`config.mk`:
```
export PLATFORM = sky130hd
export DESIGN_NAME = crpf_mul
export DESIGN_NICKNAME = d
export VERILOG_FILES = /design/src/sv/crpf_pkg.sv /design/src/sv/crpf_mul.sv
export SDC_FILE = /design/constraint.sdc
export NUM_CORES = 2
export LEC_CHECK = 0
export BUFFER_PORTS_ARGS = -buffer_cell sky130_fd_sc_hd__buf_2
export CORE_ASPECT_RATIO = 0.9
export CORE_MARGIN = 2
export CORE_UTILIZATION = 25
export DETAILED_ROUTE_END_ITERATION = 6
export GPL_ROUTABILITY_DRIVEN = 0
export GPL_TIMING_DRIVEN = 0
export PLACE_DENSITY = 0.43
export SYNTH_ARGS = -nofsm -noshare
export SYNTH_HDL_FRONTEND = slang
export SYNTH_SLANG_ARGS = --single-unit
```
`constraint.sdc`:
```
create_clock -name clk -period 7.7 [get_ports clk]
set_input_delay 0.77 -clock clk [delete_from_list [all_inputs] [get_ports clk]]
set_output_delay 0.77 -clock clk [all_outputs]
set_load 0.05 [all_outputs]
```
`src/sv/crpf_pkg.sv`:
```
// Package for the Catmull-Rom path follower.
// Holds the beat types, the sequencer states and the fixed widths; no dependencies.
package crpf_pkg;

    localparam int COORD_WIDTH = 32;
    localparam int FRAC_BITS   = 16;
    localparam int MAX_POINTS  = 64;
    localparam int IDX_W       = 6;
    localparam int DUR_W       = 16;
    localparam int PARAM_W     = FRAC_BITS + 1;
    localparam int CNT_W       = 32;
    localparam int PC_W        = 7;
    localparam int COEF_W      = COORD_WIDTH + 5;
    localparam int PROD_W      = COEF_W + PARAM_W;
    localparam int ACC_W       = COORD_WIDTH + 8;
    localparam int NUM_W       = CNT_W + FRAC_BITS;

    localparam logic CFG_POINT_COUNT = 1'b0;
    localparam logic CFG_LOOP_ENABLE = 1'b1;
    localparam logic FUNC_LOAD       = 1'b0;
    localparam logic FUNC_TICK       = 1'b1;

    typedef struct packed {
        logic                          func;
        logic [IDX_W-1:0]              entry_index;
        logic signed [COORD_WIDTH-1:0] coord_x;
        logic signed [COORD_WIDTH-1:0] coord_y;
        logic signed [COORD_WIDTH-1:0] coord_z;
        logic [DUR_W-1:0]              duration;
    } cmd_t;

    typedef struct packed {
        logic signed [COORD_WIDTH-1:0] pos_x;
        logic signed [COORD_WIDTH-1:0] pos_y;
        logic signed [COORD_WIDTH-1:0] pos_z;
        logic [IDX_W-1:0]              segment;
        logic [PARAM_W-1:0]            path_param;
        logic                          at_end;
    } result_t;

    typedef struct packed {
        logic signed [COORD_WIDTH-1:0] x;
        logic signed [COORD_WIDTH-1:0] y;
        logic signed [COORD_WIDTH-1:0] z;
        logic [DUR_W-1:0]              dur;
    } entry_t;

    typedef enum logic [3:0] {
        S_IDLE, S_DUR, S_DIV, S_UPD, S_SQ, S_CUBE, S_RD0, S_RD1, S_RD2, S_RD3,
        S_MB, S_MC, S_MD, S_ACC
    } state_t;

endpackage

```
`src/sv/crpf_mul.sv`:
```
// Shared unsigned multiplier with a registered product.
// Depends on crpf_pkg for the operand widths.
module crpf_mul
    import crpf_pkg::*;
(
    input  logic              clk,
    input  logic [COEF_W-1:0] a,
    input  logic [PARAM_W-1:0] b,
    output logic [PROD_W-1:0] prod
);

    logic [PROD_W-1:0] prod_reg;

    always_ff @(posedge clk)
    begin
        prod_reg <= PROD_W'(a) * PROD_W'(b);
    end

    assign prod = prod_reg;

endmodule

```
==> summary.txt <==
Run status
  • Status: finished, final reports clean

CTS
  • CTS max path bufs: 2
  • TritonCTS clock tree: done
  • Clk slew on worst S/H paths: 80 ps
  • TritonCTS Sinks: 54
  • Root buf cell: clkbuf_16
  • CTS Buf Count: 5
  • H-tree lvl count: 2
  • Setup Fix Bufs, Post-CTS: 0
  • Hold-fix buffers, CTS: 0

Worst hold path
  • Worst hold path type: input port to flop
  • Hold path cells: 2

Logic synthesis
  • Flops & latches, synth: 54
  • Post-synthesis xor/xnor area fraction: 0.0195
  • Share of the synthesized area in the top cell type: 0.497
  • Biggest area consumer among synthesized cells: fa_1
  • YS warnings: 0
  • Async SR Flop Fraction: 0
  • Compound-Gate Fraction of Synth Area: 0.0559
  • Syn_area_per_cell: 8.60 µm²
  • Synth area leaders: fa_1 50%, inv_1 11%, nand2_1 8.6%
  • Main combinational cell family by area after synthesis: adder cells
  • EDFF count, synth: 0
  • Syn_nets: 3,162
  • Simple-Gate Fraction of Synth Area: 0.165
  • Top FF cell, synth: dfxtp_1
  • Adder-Cell Fraction of Synth Area: 0.573
  • Top cells by count, synth: 636 x inv_1, 524 x fa_1, 486 x nand2_1, 198 x and2_1, 128 x ha_1
  • Synthesized area: 0.0211 mm²
  • Post-synthesis sequential area ratio: 0.0512
  • Multiplexer share of the synthesized area: 0.000533
  • Count leader, synth: inv_1
  • Unique cell type count in the Yosys netlist: 53
  • Cells after Synth: 2,455

Layout
  • Layout cells sized above 1: 0.0670
  • Max reg flops: 54
  • Net count, final: 3,257
  • Final instance area: 0.0232 mm²
  • Final cell count without fillers: 3,687
  • Layout area overhead: 10.0%

STA
  • Final period utilization: 0.975
  • Final hold vios: 0
  • Slew @ Worst Pin: 962 ps
  • Final min period: 7510 ps
  • Setup TNS: 0 ps
  • Final setup margin: 194 ps
  • Final setup viols: 0
  • Final Max Slew Viols: 0
  • Fmax: 133 MHz
  • Worst slew margin: 0.359

Place
  • DP Area: 0.0230 mm²
  • Place WS: -949 ps
  • Final HPWL DP: 61,700 µm
  • Placed cell count: 3,676
  • Number of port buffers: 88

Detailed routing
  • ANT nets after route: 0
  • Drt first pass iters: 5
  • Routed WL per cell: 19.7 µm
  • Routed WL: 72,500 µm
  • Via/cell ratio: 4.35
  • Vias: 16,100
  • DR iter-0 viols: 778
  • Drc violations: 0

Floorplanning
  • Placement Rows: 101
  • Floorplan core area: 0.0840 mm²
  • Ports: 109
  • Die area: 0.0868 mm²
  • Die X: 310 µm
  • Initial Util: 0.251
  • Die span in y: 280 µm

Worst setup path
  • Crit path max-delay family: adder cells
  • Critical path launch point type: input port
  • Crit path cell chain: clkbuf_2, clkbuf_1, nand2_1, fa_1, inv_1, fa_1, fa_1, fa_1, fa_1, inv_1, fa_1, inv_1, ha_1, clkbuf_1, nand2_1, nor2_1, nand3_1, nor4_2, o32ai_2, o31ai_2, a21oi_1, xnor2_1
  • Worst setup path category: input port to flop
  • Max incr delay on CP: 590 ps
  • Slowest-stage cell, CP: fa_1
  • CP Capture Type: flop
  • Crit path top cell by count: fa_1
  • Data required time of the worst path: 7900 ps
  • CP Max Fanout: 10
  • WP depth: 22
  • Crit path DAT: 7710 ps
  • CP bufs+invs: 6

Global route
  • Initial antenna violation count: 8
  • Largest net degree at the start of global routing: 18
  • First-pass GRT wire length: 111,000 µm
  • GRT Util Overall: 0.175
  • Vias in the first global route: 17,600
  • GR Overflow Total: 0

Job
  • Max-Cap Viols: 0
-- kinds of logic after synthesis --
| logic type | count (synthesis) |
|---|---|
| compound gates | 178 |
| simple gates | 763 |
| fa+ha+maj | 652 |
| flops | 54 |
| buf+inv | 760 |
| xor+xnor | 47 |
| mux | 1 |
-- final timing paths --
kind,slack [ps],startpoint,endpoint
setup / recovery,190,b[8],prod[47]
hold / removal,840,a[0],prod[0]
-- routing by layer --
metal,track usage,routed length (µm)
met3,0.0277,3360
met1,0.224,31100
met4,0.0410,1930
met2,0.307,36100
met5,0,16
-- metrics by stage --
stage | util | hold slack [ps]
after floorplan | - | 892
after global placement | 0.273 | 1160
after detailed placement | 0.273 | 1170
after CTS | 0.276 | 811
after global routing | 0.276 | 810
final | 0.276 | 844
-- area by class of cell --
type	instances	area [µm²]
fill	9309	60800
timing repair buffer	88	440
clock inverter	3	43.8
multi-input combinational	1641	17200
clock buffer	5	125
inverter	636	2390
buffer	124	544
sequential	54	1080
antenna	3	7.51
tap	1133	1420
-- cell usage in the layout (no fill, tap or decap), types with 2 or more instances in the layout --
cell / instances
nand2b_1: 3
inv_1: 636
diode_2: 3
nor2b_1: 2
a21boi_0: 2
and4_1: 3
buf_2: 92
nor3_1: 8
or2_2: 3
o2111ai_1: 2
a31oi_1: 6
clkbuf_2: 50
o21ai_0: 31
o21ai_1: 3
dfxtp_1: 54
a211oi_2: 2
o31ai_2: 2
o211ai_1: 4
o21bai_1: 6
nand3_1: 10
a21o_1: 34
a21oi_1: 54
clkbuf_4: 3
fa_1: 524
a221oi_1: 2
clkbuf_1: 67
a211oi_1: 7
clkbuf_16: 5
o21a_1: 6
ha_1: 128
nand2_1: 486
and3_1: 10
and2_1: 198
xor2_1: 17
xnor2_1: 30
nor2_1: 28
a41oi_1: 3
nand4_1: 6
a21oi_2: 2
o31ai_1: 2
-- what timing repair did --
action,4_1_cts,5_1_grt
resized for setup,32,57
gates cloned,0,0
endpoints found under the setup margin,17,9
hold endpoints to repair,0,0
Power is not shown: default switching activity piles up to over one toggle a cycle in this logic, so the estimate is an artifact.
