### config.mk
export PLATFORM = sky130hd
export DESIGN_NAME = crpf_div
export DESIGN_NICKNAME = d
export VERILOG_FILES = /design/src/sv/crpf_pkg.sv /design/src/sv/crpf_div.sv
export SDC_FILE = /design/constraint.sdc
export NUM_CORES = 1
export LEC_CHECK = 0
export ABC_AREA = 1
export BUFFER_PORTS_ARGS = -buffer_cell sky130_fd_sc_hd__buf_2
export CORE_MARGIN = 8
export CORE_UTILIZATION = 50
export DETAILED_ROUTE_END_ITERATION = 16
export PLACE_DENSITY = 0.82
export SYNTH_ARGS = -nofsm -noshare
export SYNTH_HDL_FRONTEND = slang
export SYNTH_SLANG_ARGS = --single-unit
### constraint.sdc
create_clock -name clk -period 2.15 [get_ports clk]
set_input_delay 0.1075 -clock clk [delete_from_list [all_inputs] [get_ports clk]]
set_output_delay 0.1075 -clock clk [all_outputs]
set_load 0.02 [all_outputs]
### src/sv/crpf_pkg.sv
// Package for the Catmull-Rom path follower.
// Holds the beat types, the sequencer states and the fixed widths; no dependencies.
package crpf_pkg;

    localparam int COORD_WIDTH = 32;
    localparam int FRAC_BITS   = 16;
    localparam int MAX_POINTS  = 64;
    localparam int IDX_W       = 6;
    localparam int DUR_W       = 16;
    localparam int PARAM_W     = FRAC_BITS + 1;
    localparam int CNT_W       = 32;
    localparam int PC_W        = 7;
    localparam int COEF_W      = COORD_WIDTH + 5;
    localparam int PROD_W      = COEF_W + PARAM_W;
    localparam int ACC_W       = COORD_WIDTH + 8;
    localparam int NUM_W       = CNT_W + FRAC_BITS;

    localparam logic CFG_POINT_COUNT = 1'b0;
    localparam logic CFG_LOOP_ENABLE = 1'b1;
    localparam logic FUNC_LOAD       = 1'b0;
    localparam logic FUNC_TICK       = 1'b1;

    typedef struct packed {
        logic                          func;
        logic [IDX_W-1:0]              entry_index;
        logic signed [COORD_WIDTH-1:0] coord_x;
        logic signed [COORD_WIDTH-1:0] coord_y;
        logic signed [COORD_WIDTH-1:0] coord_z;
        logic [DUR_W-1:0]              duration;
    } cmd_t;

    typedef struct packed {
        logic signed [COORD_WIDTH-1:0] pos_x;
        logic signed [COORD_WIDTH-1:0] pos_y;
        logic signed [COORD_WIDTH-1:0] pos_z;
        logic [IDX_W-1:0]              segment;
        logic [PARAM_W-1:0]            path_param;
        logic                          at_end;
    } result_t;

    typedef struct packed {
        logic signed [COORD_WIDTH-1:0] x;
        logic signed [COORD_WIDTH-1:0] y;
        logic signed [COORD_WIDTH-1:0] z;
        logic [DUR_W-1:0]              dur;
    } entry_t;

    typedef enum logic [3:0] {
        S_IDLE, S_DUR, S_DIV, S_UPD, S_SQ, S_CUBE, S_RD0, S_RD1, S_RD2, S_RD3,
        S_MB, S_MC, S_MD, S_ACC
    } state_t;

endpackage

### src/sv/crpf_div.sv
// Restoring divider that forms one quotient bit per cycle.
// Depends on crpf_pkg for the numerator and divisor widths.
module crpf_div
    import crpf_pkg::*;
(
    input  logic             clk,
    input  logic             rst_n,
    input  logic             start,
    input  logic [NUM_W-1:0] num,
    input  logic [DUR_W-1:0] den,
    output logic             done,
    output logic [NUM_W-1:0] quot
);

    localparam int CW = $clog2(NUM_W);

    logic             busy_reg;
    logic             done_reg;
    logic [CW-1:0]    cnt_reg;
    logic [DUR_W:0]   rem_reg;
    logic [NUM_W-1:0] qn_reg;
    logic [DUR_W-1:0] den_reg;
    logic [DUR_W:0]   shifted;
    logic             qbit;

    assign shifted = {rem_reg[DUR_W-1:0], qn_reg[NUM_W-1]};
    assign qbit    = (shifted >= {1'b0, den_reg});

    always_ff @(posedge clk)
    begin
        if (start)
        begin
            qn_reg  <= num;
            rem_reg <= '0;
            den_reg <= den;
        end
        else if (busy_reg)
        begin
            rem_reg <= qbit ? (shifted - {1'b0, den_reg}) : shifted;
            qn_reg  <= {qn_reg[NUM_W-2:0], qbit};
        end
    end

    always_ff @(posedge clk or negedge rst_n)
    begin
        if (!rst_n)
        begin
            busy_reg <= 1'b0;
            done_reg <= 1'b0;
            cnt_reg  <= '0;
        end
        else
        begin
            done_reg <= 1'b0;
            if (start)
            begin
                busy_reg <= 1'b1;
                cnt_reg  <= '0;
            end
            else if (busy_reg)
            begin
                cnt_reg <= cnt_reg + 1'b1;
                if (cnt_reg == CW'(NUM_W - 1))
                begin
                    busy_reg <= 1'b0;
                    done_reg <= 1'b1;
                end
            end
        end
    end

    assign done = done_reg;
    assign quot = qn_reg;

endmodule

==> run metrics <==
run status=finished clean; total power=6.275 mW; Mapped Avg Cell Area=8.063 um2; Final period util=96.32%; yosys warns=0; largest net degree at the start of global routing=50; Inserted Clock Buffers=9; endpoints failing setup=0; IR drop worst, VDD=0.6898 mV; CTS root buffer=clkbuf_8; Worst path slowest cell=edfxtp_1; Buf/Inv on CP=3; Yosys reg bits=88; initial DRC count=279; die height=113.1 um; Starting Density=51.29%; asr flop ratio synth=9.091%; area leader, netlist=edfxtp_1; hold path start=num[23]; Synth Instances=585; CP required=2420 ps; top cell type's share of synthesized area=40.74%; Vias=4309; pin slew with the least headroom to its limit=1170 ps; post-synthesis sequential area ratio=51.78%; FF-to-FF setup slack=80 ps; Reg-to-Reg End=rem_reg[1]$_SDFFE_PP0P_; Critical Path Start Type=flop; most common cell in the netlist=nand2_1; Worst slew margin=21.73%; Top cell by count, worst path=nand2_1; Crit path max-delay family=simple AND/OR/NAND/NOR gates; vias in the first global route=4505; Reg clk slew, reported paths=90 ps; max reg flops=48; number of failing hold endpoints at the final stage=0; Register-to-Register Path Depth=13; CP Capture Type=flop; FMAX=482.9 MHz; WHS Path Cells=3; Setup CP Type=reg -> reg; Placed Area=5426 um2; Min Clock Period, post-route=2071 ps; Routability Congestion=0.9427; Avg WL per Cell=14.88 um; synthesized area=4717 um2; CP Cell Sequence=inv_1, ha_1, nand2_1, inv_1, nand2_1, nand2_1, inv_1, nand3_2, nand2_8, nand2_8, nand2_1, nand3_1, o21ai_1; Design Area, Final=5892 um2; Die ar.=12800 um2; number of port buffers=115; RSZ-0062 raised after global routing=true; fin. max-slew vios=0; fraction of layout cells with a size suffix above 1=22.45%; ANT cells=0; hold crit path type=in -> reg; max-cap violations=0; Main synth FF type=edfxtp_1; ANT nets after route=0; gr ovfl total=0; Synth area leaders=edfxtp_1 41%, nand2_1 21%, dfxtp_1 6.8%; CTS tree=done; H-tree Lvls=3; R2R Path Start=den_reg[8]$_DFFE_PP_; Final nets=806; initial antenna violation count=0; clock sink count=88; Layout Skew=10.12 ps; First-pass DRT Iterations=5; insertion delay to the later sink of the worst-skew pair=350 ps; Pwr Density=1065 nW/um2; All-Layer GR Usage=19.50%; Post-synth EDFFs=64; first-pass GRT wire length=20270 um; die extent in x=113.1 um; DRC Markers=0; most frequent cells after synthesis=265 x nand2_1, 72 x inv_1, 64 x edfxtp_1, 38 x nand3_1, 23 x nor2_1; Vias/cell=5.148; crit path DAT=2340 ps; Rows=35; CP max stage delay=380 ps; syn_nets=670; crit path max fanout=16; Clock Path Buffers=2; Layout area overhead=24.91%; Post-Route WL=12460 um; synth unique cells=35; IO Pins=116; post-DP HPWL=9430 um; Hold Crit Endpoint=quot[23]$_DFFE_PP_; Leak=3.095 nW; CORE AREA=9196 um2
## layer usage
metal  track usage [%]  vias up  part of all wire [%]
li1                  -     2126                     -
met4             8.970        0                   2.8
met2             33.65      176                    49
met1             21.22     1976                    39
met5                 0        -                     0
met3             6.550       31                   8.6
## final cells by class
type | instances | area, um2
Fill cell | 721 | 3304
Sequential cell | 88 | 2442
Multi-Input combinational cell | 407 | 1973
Timing Repair Buffer | 141 | 838.3
Inverter | 74 | 277.8
Clock buffer | 11 | 141.4
Tap cell | 111 | 138.9
Clock inverter | 5 | 80.08
## cells by family after synthesis
| family | Yosys count | share of synthesized area, % |
|---|---|---|
| buf+inv | 90 | 7.480 |
| fa+ha+maj | 18 | 4.934 |
| flops | 88 | 51.78 |
| simple gates | 354 | 31.22 |
| xor+xnor | 6 | 1.114 |
| compound gates | 29 | 3.475 |
## where the power goes
group	switching, mW	total (mW)	internal (mW)
Sequential	0.196	2.30	2.10
Combinational	1.72	2.71	0.991
Clock	0.579	1.26	0.685
## through the flow
step / setup TNS [ps] / setup slack [ps] / instances / util, % / hold slack (ps)
after floorplan: 0 / 206.6 / 585 / - / -188.1
after global placement: 0 / 192.7 / 801 / 59.01 / -43.31
after detailed placement: 0 / 75.28 / 801 / 59.01 / -39.39
after CTS: 0 / 31.49 / 834 / 63.27 / 15.89
after global routing: -93.54 / -31.05 / 837 / 64.07 / 28.76
final: 0 / 79.21 / 837 / 64.07 / 21.85
## layout by cell type, fill, tap and decap left out, types with 9 or more instances in the layout
cell type / netlist / final
dlygate4sd3_1: 0 / 17
buf_2: 3 / 115
nand3_1: 38 / 37
nand2_1: 265 / 263
inv_1: 72 / 71
nor2_1: 23 / 21
dfxtp_1: 16 / 16
edfxtp_1: 64 / 64
clkbuf_8: 0 / 10
o21ai_0: 10 / 9
ha_1: 17 / 15
a21oi_1: 11 / 11
## timing repair
| item | 4_1_cts | 5_1_grt |
|---|---|---|
| gates resized for setup | 0 | 13 |
| hold buffers | 17 | 0 |
| setup buffers | 0 | 3 |
| hold endpoints to repair | 24 | 0 |
| setup endpoints to repair | 0 | 13 |
## worst reg2reg max path, stage by stage (launching register included)
cell and delay, ps:
edfxtp_1 380, inv_1 80, ha_1 280, nand2_1 150
inv_1 80, nand2_1 60, nand2_1 90, inv_1 100
nand3_2 140, nand2_8 170, nand2_8 110, nand2_1 100
nand3_1 90, o21ai_1 150
## worst max-delay path by stage
stage | from | to | slack (ps) | cells after the start
after CTS | den_reg[14]$_DFFE_PP_ | rem_reg[1]$_SDFFE_PP0P_ | 30 | 11
after detailed placement | quot[47]$_DFFE_PP_ | rem_reg[14]$_SDFFE_PP0P_ | 80 | 11
final | den_reg[8]$_DFFE_PP_ | rem_reg[1]$_SDFFE_PP0P_ | 80 | 13
after global routing | quot[47]$_DFFE_PP_ | rem_reg[14]$_SDFFE_PP0P_ | -30 | 11
after global placement | den_reg[9]$_DFFE_PP_ | rem_reg[0]$_SDFFE_PP0P_ | 190 | 12
after floorplan | quot[47]$_DFFE_PP_ | rem_reg[14]$_SDFFE_PP0P_ | 210 | 11
(Power assumes the default switching activity.)
